<file path="src/hdl/lph_pkg.sv">
package lph_pkg;

  // Table size; must be a power of two so the home slot is the low key bits.
  localparam int SLOTS    = 16;
  localparam int IDX_W    = $clog2(SLOTS);
  localparam int CNT_W    = $clog2(SLOTS + 1);

  localparam int FUNC_W   = 2;
  localparam int KEY_W    = 34;
  localparam int DATA_W   = 32;
  localparam int STATUS_W = 3;
  localparam int PCNT_W   = 5;

  localparam logic [FUNC_W-1:0] FN_INSERT = 2'd0;
  localparam logic [FUNC_W-1:0] FN_SEARCH = 2'd1;
  localparam logic [FUNC_W-1:0] FN_DELETE = 2'd2;

  localparam logic [STATUS_W-1:0] ST_INSERTED = 3'd0;
  localparam logic [STATUS_W-1:0] ST_FULL     = 3'd1;
  localparam logic [STATUS_W-1:0] ST_FOUND    = 3'd2;
  localparam logic [STATUS_W-1:0] ST_NOTFOUND = 3'd3;
  localparam logic [STATUS_W-1:0] ST_DELETED  = 3'd4;

  typedef enum logic [2:0] {
    DP_NOP,
    DP_LOAD,
    DP_WRITE_IDX,
    DP_DISPLACE,
    DP_ADVANCE,
    DP_START_SHIFT,
    DP_SHIFT,
    DP_CLEAR_HOLE
  } dp_op_t;

  typedef struct packed {
    dp_op_t                op;
    logic                  res_set;
    logic [STATUS_W-1:0]   res_status;
    logic                  res_count;
    logic                  res_data;
    logic                  emit;
  } dp_cmd_t;

  typedef struct packed {
    logic cur_valid;
    logic full;
    logic key_match;
    logic home_eq;
    logic n_last;
  } dp_stat_t;

endpackage

</file>
<file path="src/hdl/lph_if.sv">
interface lph_req_if;
  logic                        valid;
  logic                        ready;
  logic [lph_pkg::FUNC_W-1:0]  func;
  logic [lph_pkg::KEY_W-1:0]   key;
  logic [lph_pkg::DATA_W-1:0]  payload;

  modport source (output valid, func, key, payload, input ready);
  modport sink   (input valid, func, key, payload, output ready);
endinterface

interface lph_rsp_if;
  logic                          valid;
  logic                          ready;
  logic [lph_pkg::STATUS_W-1:0]  status;
  logic [lph_pkg::PCNT_W-1:0]    probe_count;
  logic [lph_pkg::DATA_W-1:0]    found_payload;

  modport source (output valid, status, probe_count, found_payload, input ready);
  modport sink   (input valid, status, probe_count, found_payload, output ready);
endinterface

</file>
<file path="src/hdl/lph_dp.sv">
module lph_dp (
  input  logic                           clk,
  input  logic                           rst,
  input  lph_pkg::dp_cmd_t               cmd,
  output lph_pkg::dp_stat_t              stat,
  input  logic [lph_pkg::KEY_W-1:0]      key,
  input  logic [lph_pkg::DATA_W-1:0]     payload,
  output logic [lph_pkg::STATUS_W-1:0]   status,
  output logic [lph_pkg::PCNT_W-1:0]     probe_count,
  output logic [lph_pkg::DATA_W-1:0]     found_payload
);

  logic [lph_pkg::KEY_W-1:0]    mem_key  [lph_pkg::SLOTS];
  logic [lph_pkg::DATA_W-1:0]   mem_data [lph_pkg::SLOTS];
  logic [lph_pkg::SLOTS-1:0]    slot_valid;

  logic [lph_pkg::IDX_W-1:0]    idx;
  logic [lph_pkg::IDX_W-1:0]    hole;
  logic [lph_pkg::CNT_W-1:0]    n;
  logic [lph_pkg::KEY_W-1:0]    wk;
  logic [lph_pkg::DATA_W-1:0]   wd;
  logic [lph_pkg::KEY_W-1:0]    rd_key;
  logic [lph_pkg::DATA_W-1:0]   rd_data;

  logic [lph_pkg::STATUS_W-1:0] pend_status;
  logic [lph_pkg::PCNT_W-1:0]   pend_count;
  logic [lph_pkg::DATA_W-1:0]   pend_data;
  logic [lph_pkg::PCNT_W-1:0]   n_sat;

  logic                         wr_en;
  logic [lph_pkg::IDX_W-1:0]    wr_addr;
  logic [lph_pkg::KEY_W-1:0]    wr_key;
  logic [lph_pkg::DATA_W-1:0]   wr_data;

  always_comb begin
    wr_en   = 1'b0;
    wr_addr = idx;
    wr_key  = wk;
    wr_data = wd;
    case (cmd.op)
      lph_pkg::DP_WRITE_IDX, lph_pkg::DP_DISPLACE: begin
        wr_en = 1'b1;
      end
      lph_pkg::DP_SHIFT: begin
        wr_en   = 1'b1;
        wr_addr = hole;
        wr_key  = rd_key;
        wr_data = rd_data;
      end
      default: begin
        wr_en = 1'b0;
      end
    endcase
  end

  // single write port, single registered read port at the probe cursor
  always_ff @(posedge clk) begin
    if (wr_en) begin
      mem_key[wr_addr]  <= wr_key;
      mem_data[wr_addr] <= wr_data;
    end
    rd_key  <= mem_key[idx];
    rd_data <= mem_data[idx];
  end

  always_ff @(posedge clk) begin
    if (rst) begin
      slot_valid <= '0;
    end else begin
      case (cmd.op)
        lph_pkg::DP_WRITE_IDX, lph_pkg::DP_DISPLACE: slot_valid[idx] <= 1'b1;
        lph_pkg::DP_CLEAR_HOLE:                      slot_valid[hole] <= 1'b0;
        default:                                     ;
      endcase
    end
  end

  always_ff @(posedge clk) begin
    case (cmd.op)
      lph_pkg::DP_LOAD: begin
        wk  <= key;
        wd  <= payload;
        idx <= key[lph_pkg::IDX_W-1:0];
        n   <= lph_pkg::CNT_W'(1);
      end
      lph_pkg::DP_DISPLACE: begin
        // evicted occupant restarts probing from its own home
        wk  <= rd_key;
        wd  <= rd_data;
        idx <= rd_key[lph_pkg::IDX_W-1:0];
      end
      lph_pkg::DP_ADVANCE: begin
        idx <= idx + lph_pkg::IDX_W'(1);
        n   <= n + lph_pkg::CNT_W'(1);
      end
      lph_pkg::DP_START_SHIFT: begin
        hole <= idx;
        idx  <= idx + lph_pkg::IDX_W'(1);
        n    <= lph_pkg::CNT_W'(1);
      end
      lph_pkg::DP_SHIFT: begin
        hole <= idx;
        idx  <= idx + lph_pkg::IDX_W'(1);
        n    <= n + lph_pkg::CNT_W'(1);
      end
      default: ;
    endcase
  end

  assign n_sat = (32'(n) > 32'd31) ? lph_pkg::PCNT_W'(31) : lph_pkg::PCNT_W'(n);

  always_ff @(posedge clk) begin
    if (cmd.res_set) begin
      pend_status <= cmd.res_status;
      pend_count  <= cmd.res_count ? n_sat : '0;
      pend_data   <= cmd.res_data ? rd_data : '0;
    end
    if (cmd.emit) begin
      status        <= pend_status;
      probe_count   <= pend_count;
      found_payload <= pend_data;
    end
  end

  assign stat.cur_valid = slot_valid[idx];
  assign stat.full      = &slot_valid;
  assign stat.key_match = (rd_key == wk);
  assign stat.home_eq   = (rd_key[lph_pkg::IDX_W-1:0] == wk[lph_pkg::IDX_W-1:0]);
  assign stat.n_last    = (n == lph_pkg::CNT_W'(lph_pkg::SLOTS));

  a_write_free_slot: assert property (@(posedge clk) disable iff (rst)
    cmd.op == lph_pkg::DP_WRITE_IDX |-> !slot_valid[idx])
    else $error("insert overwrote a live slot");

  a_displace_live: assert property (@(posedge clk) disable iff (rst)
    cmd.op == lph_pkg::DP_DISPLACE |-> slot_valid[idx] && !stat.home_eq)
    else $error("displacement of an empty or home-resident slot");

  a_shift_into_live: assert property (@(posedge clk) disable iff (rst)
    cmd.op == lph_pkg::DP_SHIFT |-> slot_valid[hole] && slot_valid[idx])
    else $error("delete shift touched an empty slot");

  a_clear_one: assert property (@(posedge clk) disable iff (rst)
    cmd.op == lph_pkg::DP_CLEAR_HOLE |=>
      $countones(slot_valid) == $countones($past(slot_valid)) - 1)
    else $error("delete did not free exactly one slot");

endmodule

</file>
<file path="src/hdl/lph_ctrl.sv">
module lph_ctrl (
  input  logic                          clk,
  input  logic                          rst,
  input  logic                          in_valid,
  output logic                          in_ready,
  input  logic [lph_pkg::FUNC_W-1:0]    func,
  output logic                          out_valid,
  input  logic                          out_ready,
  output lph_pkg::dp_cmd_t              cmd,
  input  lph_pkg::dp_stat_t             stat
);

  typedef enum logic [3:0] {
    S_IDLE,
    S_DISPATCH,
    S_INS_WAIT,
    S_INS_CHECK,
    S_PROBE,
    S_FIND_TEST,
    S_FIND_WAIT,
    S_FIND_CHECK,
    S_SHIFT_TEST,
    S_SHIFT_WAIT,
    S_SHIFT_CHECK,
    S_EMIT
  } state_t;

  state_t                     state, state_next;
  logic [lph_pkg::FUNC_W-1:0] op_func;
  logic                       out_free;

  // no request is taken while reset holds the engine
  assign in_ready = (state == S_IDLE) && !rst;
  assign out_free = !out_valid || out_ready;

  always_comb begin
    state_next     = state;
    cmd.op         = lph_pkg::DP_NOP;
    cmd.res_set    = 1'b0;
    cmd.res_status = lph_pkg::ST_NOTFOUND;
    cmd.res_count  = 1'b0;
    cmd.res_data   = 1'b0;
    cmd.emit       = 1'b0;
    unique case (state)
      S_IDLE: begin
        if (in_valid) begin
          cmd.op     = lph_pkg::DP_LOAD;
          state_next = S_DISPATCH;
        end
      end
      S_DISPATCH: begin
        case (op_func)
          lph_pkg::FN_INSERT: begin
            if (stat.full) begin
              cmd.res_set    = 1'b1;
              cmd.res_status = lph_pkg::ST_FULL;
              state_next     = S_EMIT;
            end else if (!stat.cur_valid) begin
              cmd.op         = lph_pkg::DP_WRITE_IDX;
              cmd.res_set    = 1'b1;
              cmd.res_status = lph_pkg::ST_INSERTED;
              state_next     = S_EMIT;
            end else begin
              state_next = S_INS_WAIT;
            end
          end
          lph_pkg::FN_SEARCH, lph_pkg::FN_DELETE: begin
            state_next = S_FIND_TEST;
          end
          default: begin
            cmd.res_set    = 1'b1;
            cmd.res_status = lph_pkg::ST_NOTFOUND;
            state_next     = S_EMIT;
          end
        endcase
      end
      S_INS_WAIT: begin
        state_next = S_INS_CHECK;
      end
      S_INS_CHECK: begin
        // occupant away from its home gives way to the new key
        if (!stat.home_eq) begin
          cmd.op = lph_pkg::DP_DISPLACE;
        end
        state_next = S_PROBE;
      end
      S_PROBE: begin
        if (!stat.cur_valid) begin
          cmd.op         = lph_pkg::DP_WRITE_IDX;
          cmd.res_set    = 1'b1;
          cmd.res_status = lph_pkg::ST_INSERTED;
          state_next     = S_EMIT;
        end else begin
          cmd.op = lph_pkg::DP_ADVANCE;
        end
      end
      S_FIND_TEST: begin
        if (!stat.cur_valid) begin
          cmd.res_set    = 1'b1;
          cmd.res_status = lph_pkg::ST_NOTFOUND;
          cmd.res_count  = (op_func == lph_pkg::FN_SEARCH);
          state_next     = S_EMIT;
        end else begin
          state_next = S_FIND_WAIT;
        end
      end
      S_FIND_WAIT: begin
        state_next = S_FIND_CHECK;
      end
      S_FIND_CHECK: begin
        if (stat.key_match) begin
          if (op_func == lph_pkg::FN_SEARCH) begin
            cmd.res_set    = 1'b1;
            cmd.res_status = lph_pkg::ST_FOUND;
            cmd.res_count  = 1'b1;
            cmd.res_data   = 1'b1;
            state_next     = S_EMIT;
          end else begin
            cmd.op     = lph_pkg::DP_START_SHIFT;
            state_next = S_SHIFT_TEST;
          end
        end else if (stat.n_last) begin
          cmd.res_set    = 1'b1;
          cmd.res_status = lph_pkg::ST_NOTFOUND;
          cmd.res_count  = (op_func == lph_pkg::FN_SEARCH);
          state_next     = S_EMIT;
        end else begin
          cmd.op     = lph_pkg::DP_ADVANCE;
          state_next = S_FIND_TEST;
        end
      end
      S_SHIFT_TEST: begin
        if (stat.n_last || !stat.cur_valid) begin
          cmd.op         = lph_pkg::DP_CLEAR_HOLE;
          cmd.res_set    = 1'b1;
          cmd.res_status = lph_pkg::ST_DELETED;
          state_next     = S_EMIT;
        end else begin
          state_next = S_SHIFT_WAIT;
        end
      end
      S_SHIFT_WAIT: begin
        state_next = S_SHIFT_CHECK;
      end
      S_SHIFT_CHECK: begin
        if (!stat.home_eq) begin
          cmd.op         = lph_pkg::DP_CLEAR_HOLE;
          cmd.res_set    = 1'b1;
          cmd.res_status = lph_pkg::ST_DELETED;
          state_next     = S_EMIT;
        end else begin
          cmd.op     = lph_pkg::DP_SHIFT;
          state_next = S_SHIFT_TEST;
        end
      end
      S_EMIT: begin
        if (out_free) begin
          cmd.emit   = 1'b1;
          state_next = S_IDLE;
        end
      end
      default: begin
        state_next = S_IDLE;
      end
    endcase
  end

  always_ff @(posedge clk) begin
    if (rst) begin
      state     <= S_IDLE;
      out_valid <= 1'b0;
      op_func   <= lph_pkg::FN_INSERT;
    end else begin
      state <= state_next;
      if (state == S_IDLE && in_valid) begin
        op_func <= func;
      end
      if (cmd.emit) begin
        out_valid <= 1'b1;
      end else if (out_ready) begin
        out_valid <= 1'b0;
      end
    end
  end

endmodule

</file>
<file path="src/hdl/linear_probe_hash_with_replacement.sv">
// Hash table of SLOTS entries with linear probing and replacement.
// req channel: func (insert / search / delete), key, payload. One request
// is taken at a time; req.ready is high only while the engine is idle.
// rsp channel: one response per request with status, probe_count and
// found_payload, held in an output register until rsp.ready.
// An insert into a free home slot, into a full table, or a request with an
// unknown func finishes right after dispatch; an insert that has to probe
// walks the table slot by slot (the evicted occupant's walk included). Search
// and delete lookups examine one slot after another from the key's home and
// end on an empty slot, on a match, or after SLOTS slots. A delete that finds
// its key pulls back the following entries of its home and stops at an empty
// slot or at an entry of another home.
// The walk is paced by the key/payload memory, with one write port and one
// registered read port. The next request is taken at the earliest on the edge
// where the response can first be taken, so a new request is never started
// before the last one is finished.
// Reset (synchronous, active high) empties the table by clearing the per-slot
// valid flags and drops any pending response.
// When the receiver stalls, the finished response waits in the output
// register; the next request is still taken and processed, and its result
// waits inside, blocking further requests, until the output register is free.
module linear_probe_hash_with_replacement (
  input logic         clk,
  input logic         rst,
  lph_req_if.sink     req,
  lph_rsp_if.source   rsp
);

  lph_pkg::dp_cmd_t  cmd;
  lph_pkg::dp_stat_t stat;

  lph_ctrl u_ctrl (
    .clk       (clk),
    .rst       (rst),
    .in_valid  (req.valid),
    .in_ready  (req.ready),
    .func      (req.func),
    .out_valid (rsp.valid),
    .out_ready (rsp.ready),
    .cmd       (cmd),
    .stat      (stat)
  );

  lph_dp u_dp (
    .clk           (clk),
    .rst           (rst),
    .cmd           (cmd),
    .stat          (stat),
    .key           (req.key),
    .payload       (req.payload),
    .status        (rsp.status),
    .probe_count   (rsp.probe_count),
    .found_payload (rsp.found_payload)
  );

endmodule

</file>
<file path="src/flat_wrapper.sv">
// flat-port wrapper written by rule: the top's interface ports become plain ports
module linear_probe_hash_with_replacement_flat 
  (clk, rst, req_valid, req_func, req_key, req_payload, req_ready, rsp_valid, rsp_status, rsp_probe_count, rsp_found_payload, rsp_ready);
  lph_req_if req_i ();
  lph_rsp_if rsp_i ();
  input logic clk;
  input logic rst;
  input wire logic [$bits(req_i.valid)-1:0] req_valid;
  input wire logic [$bits(req_i.func)-1:0] req_func;
  input wire logic [$bits(req_i.key)-1:0] req_key;
  input wire logic [$bits(req_i.payload)-1:0] req_payload;
  output wire logic [$bits(req_i.ready)-1:0] req_ready;
  output wire logic [$bits(rsp_i.valid)-1:0] rsp_valid;
  output wire logic [$bits(rsp_i.status)-1:0] rsp_status;
  output wire logic [$bits(rsp_i.probe_count)-1:0] rsp_probe_count;
  output wire logic [$bits(rsp_i.found_payload)-1:0] rsp_found_payload;
  input wire logic [$bits(rsp_i.ready)-1:0] rsp_ready;
  assign req_i.valid = req_valid;
  assign req_i.func = req_func;
  assign req_i.key = req_key;
  assign req_i.payload = req_payload;
  assign req_ready = req_i.ready;
  assign rsp_valid = rsp_i.valid;
  assign rsp_status = rsp_i.status;
  assign rsp_probe_count = rsp_i.probe_count;
  assign rsp_found_payload = rsp_i.found_payload;
  assign rsp_i.ready = rsp_ready;
  linear_probe_hash_with_replacement u_core (.clk(clk), .rst(rst), .req(req_i), .rsp(rsp_i));
endmodule
</file>
<file path="config.mk">
export PLATFORM = sky130hd
export DESIGN_NAME = linear_probe_hash_with_replacement_flat
export DESIGN_NICKNAME = d
export VERILOG_FILES = /design/src/hdl/lph_pkg.sv /design/src/hdl/lph_if.sv /design/src/hdl/lph_dp.sv /design/src/hdl/lph_ctrl.sv /design/src/hdl/linear_probe_hash_with_replacement.sv /design/src/flat_wrapper.sv
export SDC_FILE = /design/constraint.sdc
export NUM_CORES = 1
export LEC_CHECK = 0
export BUFFER_PORTS_ARGS = -buffer_cell sky130_fd_sc_hd__buf_2
export CAP_MARGIN = 25
export CORE_MARGIN = 5
export CORE_UTILIZATION = 44
export CTS_CLUSTER_DIAMETER = 200
export DETAILED_ROUTE_END_ITERATION = 8
export GPL_TIMING_DRIVEN = 0
export PLACE_DENSITY = 0.63
export SYNTH_ARGS = -nofsm -noshare
export SYNTH_HDL_FRONTEND = slang
export SYNTH_SLANG_ARGS = --single-unit
</file>
<file path="constraint.sdc">
create_clock -name clk -period 14.4 [get_ports clk]
set_input_delay 3.6 -clock clk [delete_from_list [all_inputs] [get_ports clk]]
set_output_delay 3.6 -clock clk [all_outputs]
set_load 0.02 [all_outputs]
</file>
[Word level (Yosys, flattened, before mapping)]
Memories as Yosys holds them, arrays and structs flattened. A register that Yosys moved wholly into a read port is not among the register bits.
Index checks and enable logic that the tools add are counted.
Word-level totals
  register bits after elaboration: 182
  bits in writable memories: 1056
  input bits: 72
  output and inout bits: 42
  word-level logic and storage cells: 134
  memories kept: 2
Memory list
  u_core.u_dp.mem_key: depth 16, bits a word 34, read ports 1, clocked after memory_dff 1, write ports 1, RTL line lph_dp.sv:13  | logic [lph_pkg::KEY_W-1:0] mem_key [lph_pkg::SLOTS];
  u_core.u_dp.mem_data: depth 16, bits a word 32, read ports 1, clocked after memory_dff 1, write ports 1, RTL line lph_dp.sv:14  | logic [lph_pkg::DATA_W-1:0] mem_data [lph_pkg::SLOTS];
Operators by class
  add/sub/neg operators: 2
  $lt $le $gt $ge: 4
  equal/unequal tests: 26
  multiplexer cells: 57
  bitwise operators: 3
  reduce and logical (&&, ||, !) cells: 25
Operators with widths (count)
  case mux 34 bit (2 select lines): 1
  case mux 32 bit (2 select lines): 1
  2-to-1 mux 4 bit: 12
  case mux 4 bit (12 select lines): 1
  == test 34 bit: 1
  2-to-1 mux 34 bit: 1
  2-to-1 mux 32 bit: 1
  case mux 16 bit (2 select lines): 1
  case mux 4 bit (6 select lines): 1
  case mux 3 bit (7 select lines): 1
  bitwise AND 16 bit: 1
  == test 4 x 3 -> 1 bit (second input constant): 4
  == test 4 bit (second input constant): 4
  inverter 16 bit: 1
  OR 16 bit: 1
  case mux 4 bit (2 select lines): 2
  AND reduction 16 bit: 1
  2-to-1 mux 3 bit: 5
  2-to-1 mux 1 bit: 14
  == test 3 bit (second input constant): 4
  2-to-1 mux 6 bit: 2
  case mux 4 bit (3 select lines): 1
  less-than comparator 4 x 5 -> 1 bit (second input constant): 2
  2-to-1 mux 5 bit: 2
  other kinds (29): 52

[Logic depth before layout (Yosys ltp)]
  word-level depth: 11
  depth in mapped cells: 11
  depth with buffers taken out: 9

[Modules after synthesis]
From an unflattened synthesis, not the netlist that was laid out.
Unflattened totals
  cell total of the unflattened synthesis: 2376
  area, all modules: 49834.0 µm²
Modules (own cells, without submodules)
  lph_dp: instances 1, cells each 2259, area an instance 49012.0 µm², sequential area each 38126.6 µm²
  lph_ctrl: instances 1, cells each 117, area an instance 822.0 µm², sequential area each 140.1 µm²

[Worst setup path after synthesis]
Ideal clock, no wire load.
  kind: input to register
  from: in req_valid
  to: mem u_core.u_dp.mem_data[12][0] (netlist name) (enable)
  setup time: 0.512 ns
  data arrival time: 9.494 ns
  required time: 13.888 ns
  slack: 4.394 ns
  stages: 7
  path buffers: 2
  path through: nand2_1 -> nand2_1 -> or2_1 -> buf_2 -> buf_2 -> or4_1 -> a21oi_1
Between the ends
  cells in the longest elaborated chain, start to end: 7
  elaborated cells between the ends (all ways): 10
  classes of those cells: 3 x eq/ne; 6 x mux; 1 x reduce/logical
Ends and longest elaborated chain
  from (decl): RTL line flat_wrapper.sv:8  | input wire logic [$bits(req_i.valid)-1:0] req_valid;
  2-to-1 mux 1 bit *: RTL line lph_ctrl.sv:46  | if (in_valid) begin
  case mux 3 bit (7 select lines) *: RTL line lph_ctrl.sv:44  | unique case (state)
  == test 3 x 2 -> 1 bit or == test 3 bit (tied branches): RTL line lph_dp.sv:40  | case (cmd.op)
  OR reduction 3 bit (no line)
  2-to-1 mux 1 bit: RTL line lph_dp.sv:40
  2-to-1 mux 1 bit: RTL line lph_dp.sv:58  | if (wr_en) begin
  2-to-1 mux 1 bit (not written as such): RTL line lph_dp.sv:60  | mem_data[wr_addr] <= wr_data;
  to (decl): RTL line lph_dp.sv:14
Every way passes the cells marked *; elsewhere a longest branch is shown, timed or not.

[Worst setup path in the final report]
  from: in rst
  to: out req_ready
Between the ends
  cells in the longest elaborated chain, start to end: 2
Ends and longest elaborated chain
  from (decl): RTL line flat_wrapper.sv:7  | input logic rst;
  logical NOT 1 bit: RTL line lph_ctrl.sv:33  | assign in_ready = (state == S_IDLE) && !rst;
  logical AND 1 bit: RTL line lph_ctrl.sv:33
  to (decl): RTL line flat_wrapper.sv:12  | output wire logic [$bits(req_i.ready)-1:0] req_ready;
Every way passes these cells.

==> summary.md <==
| Metric | Value |
|---|---|
| Total die area | 120700 um2 |
| Final Hold Vio Count | 0 |
| CTS max path bufs | 3 |
| Pre-CTS setup slack | around 6800 ps |
| Core footprint | approximately 110000 um2 |
| GPL Wtd Cong | a little under 0.9 |
| Largest delay share family, worst path | buffers and inverters |
| Worst-case clock skew | 30.38 ps |
| Gate Count Post-Synth | 2411 |
| WL/cell | 28.34 um |
| Synth Register Bits | 1304 |
| Met1 Use GR | 27.57% |
| Post-synth ARST share | 0% |
| Max-Cap Viols | 0 |
| Most used DFF post-synth | edfxtp_1 |
| Fillcell total | 8554 |
| Synth cell types | 53 |
| Pins Over Slew Limit | 0 |
| Post-synth EDFFs | ~1200 |
| Share of layout cells above drive strength 1 | 29.59% |
| Slew @ Worst Pin | 1098 ps |
| Leading area contributor after synthesis | edfxtp_1 |
| Post-synth top area share | ~73% |
| Multi-input gate area | around 11000 um2 |
| Antenna violations before repair | 2 |
| Setup TNS | 0 ps |
| Fmax | 131.8 MHz |
| Startpoint types | input pin |
| Count of input and output buffers | 113 |
| Synth Area per Inst | 20.78 um2 |
| Critical path class | in2out |
| Vias in the first global route | 26290 |
| # nets final | 2847 |
| Slew HR | a little over a quarter |
| First-pass GRT wire length | 180400 um |
| Netlist Area Pre-Place | around 50000 um2 |
| Status | finished clean |
| Commonest cells post-synth | edfxtp_1, mux4_2, nand2_1, dfxtp_1, clkbuf_1 |
| GRT met3 Usage | 4.403% |
| H-tree Lvls | 4 |
| VDD IR max | between 0.1 and 0.15 mV |
| Finished Core Util | 52.58% |
| Starting Density | 44.41% |
| Total Wirelength | 124000 um |
| Total power | 0.01234 W |
| Leakage power | 19.19 nW |
| Grt met2 use | approximately 34% |
| Total CTS buffers | approximately 140 |
| # setup viols final | 0 |
| Detailed placement HPWL | 81830 um |
| Worst EP required | 10800 ps |
| # hold bufs at CTS | 0 |
| # DRC | 0 |
| Post-route cell area | 59320 um2 |
| Reg area | 38270 um2 |
| Die height | 347.4 um |
| Fin crit period | 7585 ps |
| Iter 0 DRT Violations | about 2800 |
| Area delta synth->final | 18.41% |
| Crit. End Element | primary output |
| CP max FO | 4 |
| Vias | ~25000 |
| Cts repair resizes | 0 |
| Largest net degree at the start of global routing | 39 |
| Ports | 114 |
| Placed cell area | approximately 55000 um2 |
| Synth warn | 0 |
| CP bufs+invs | 2 |
| Root Driver | clkbuf_16 |
| Final setup margin | 6815 ps |
| Top Usage Layer GRT | met2 |
| CP max-delay cell | buf_2 |
| Clock slew at reported path FFs | approximately 60 ps |
| Global route total overflow | 0 |
| Worst path most repeated cell | buf_2 |
| Setup Buffers After CTS | 0 |
| N_diodes | 0 |
| Worst Hold Class | reg2reg |
| Clock sinks | 1304 |
| Count leader, synth | edfxtp_1 |
| DR pass1 iterations | 8 |
| Power Density | 208.0 nW/um2 |
| TritonCTS clock tree | done |
| Vias per cell | between 5 and 6 |
| Post-synthesis sequential area ratio | 76.39% |
| RSZ-0062 raised after global routing | no |
| CP arrival | 3990 ps |
| Worst-Skew Late Latency | roughly 740 ps |
| Synthesized Nets | 2492 |
| Antenna viol nets, final | 0 |
| Crit-path max cell delay | 170 ps |
| FP Rows | around 120 |
| Crit share post-route | 52.67% |
| CP Cell Sequence | buf_2 > nor2b_1 > buf_2 |
| GRT Total Usage | 20.51% |
| Horiz. Die Dim | 347.4 um |
| Ranking of synthesized cells by area | edfxtp_1, mux4_2, dfxtp_1 |
## layout by cell type (no fill, tap or decap), types with 10 or more instances in the layout
| cell | instances |
|---|---|
| a21oi_1 | 36 |
| a21oi_4 | 15 |
| and2_1 | 37 |
| buf_1 | 33 |
| buf_12 | 30 |
| buf_16 | 35 |
| buf_2 | 119 |
| buf_8 | 33 |
| clkbuf_1 | 125 |
| clkbuf_16 | 140 |
| clkbuf_8 | 12 |
| clkinv_1 | 14 |
| clkinv_2 | 17 |
| dfxtp_1 | 89 |
| edfxtp_1 | 1215 |
| inv_1 | 10 |
| mux2_2 | 66 |
| mux4_2 | 332 |
| nand2_1 | 232 |
| nand2b_1 | 19 |
| nand3_1 | 13 |
| nand4_1 | 13 |
| nor2_1 | 25 |
| nor3_1 | 18 |
| o21ai_0 | 30 |
| o21ai_1 | 11 |
| or4_1 | 11 |
| xnor2_1 | 32 |
## report_power, final
| part | switching [W] | internal, W | total (W) |
|---|---|---|---|
| Sequential | 0.000209 | 0.00502 | 0.00523 |
| Combinational | 0.00207 | 0.00157 | 0.00363 |
| Clock | 0.00145 | 0.00203 | 0.00348 |
| Total | 0.00372 | 0.00861 | 0.0123 |
## metal layers
layer | wire (um) | vias up
met5 | 10 | -
li1 | - | 10560
met4 | 3115 | 2
met2 | 61880 | 1136
met1 | 49130 | 13250
met3 | 9881 | 236
## state kept, by name (all words and copies together) (netlist names), 5 cells and up
name,flops
u_core.u_dp.wk,34
u_core.u_dp.n,5
u_core.u_dp.found_payload,32
u_core.u_dp.mem_data,512
u_core.u_dp.wd,32
u_core.u_dp.pend_data,32
u_core.u_dp.rd_key,34
u_core.u_dp.mem_key,544
u_core.u_dp.slot_valid,16
u_core.u_dp.pend_count,5
u_core.u_dp.probe_count,5
u_core.u_dp.rd_data,32
## layout make-up
cell class                      instances  share of cell area (%)
Tap cell                             1500                   3.164
Sequential cell                      1304                   64.51
Timing Repair Buffer                  217                   4.539
Multi-Input combinational cell        968                   19.36
Clock buffer                          192                   6.437
Buffer                                129                  0.8564
Clock inverter                         56                   1.069
Inverter                               10                 0.06328
## kinds of logic (layout without fill, tap and decap cells)
| logic type | Yosys count | count (layout) | share of synthesized area [%] |
|---|---|---|---|
| compound gates | 122 | 122 | 1.476 |
| mux | 402 | 402 | 16.49 |
| flops | 1304 | 1304 | 76.39 |
| fa+ha+maj | 9 | 9 | 0.2248 |
| simple gates | 396 | 396 | 3.651 |
| buf+inv | 139 | 604 | 1.089 |
| xor+xnor | 39 | 39 | 0.6818 |
## worst paths after layout
path	depth (start not counted)	to	slack, ps	from
worst max register to register	12	u_core.u_dp.mem_key[0][22]	8670	u_core.u_dp.wk[28]
worst min-delay path	0	u_core.u_dp.found_payload[29]	420	u_core.u_dp.pend_data[29]
worst max-delay path	3	req_ready	6810	rst
worst min register to register	0	u_core.u_dp.found_payload[29]	420	u_core.u_dp.pend_data[29]
## stage by stage
step	hold slack (ps)	std cells
after global placement	401.1	4024
after floorplan	400.3	2411
after detailed placement	404.5	4123
after global routing	421.2	4376
final	416.1	4376
after CTS	416.2	4371
## worst reg2reg max path, delay by kind of cell, from the launching register on
family,cells,cell delay (ps)
DFF,1,400
and+or+nand+nor,3,1850
AOI/OAI and AO/OA,3,1570
buffers and inverters,5,1160
xor gates and xnor gates,1,430
Note: power is estimated with default switching activity, not from simulation.
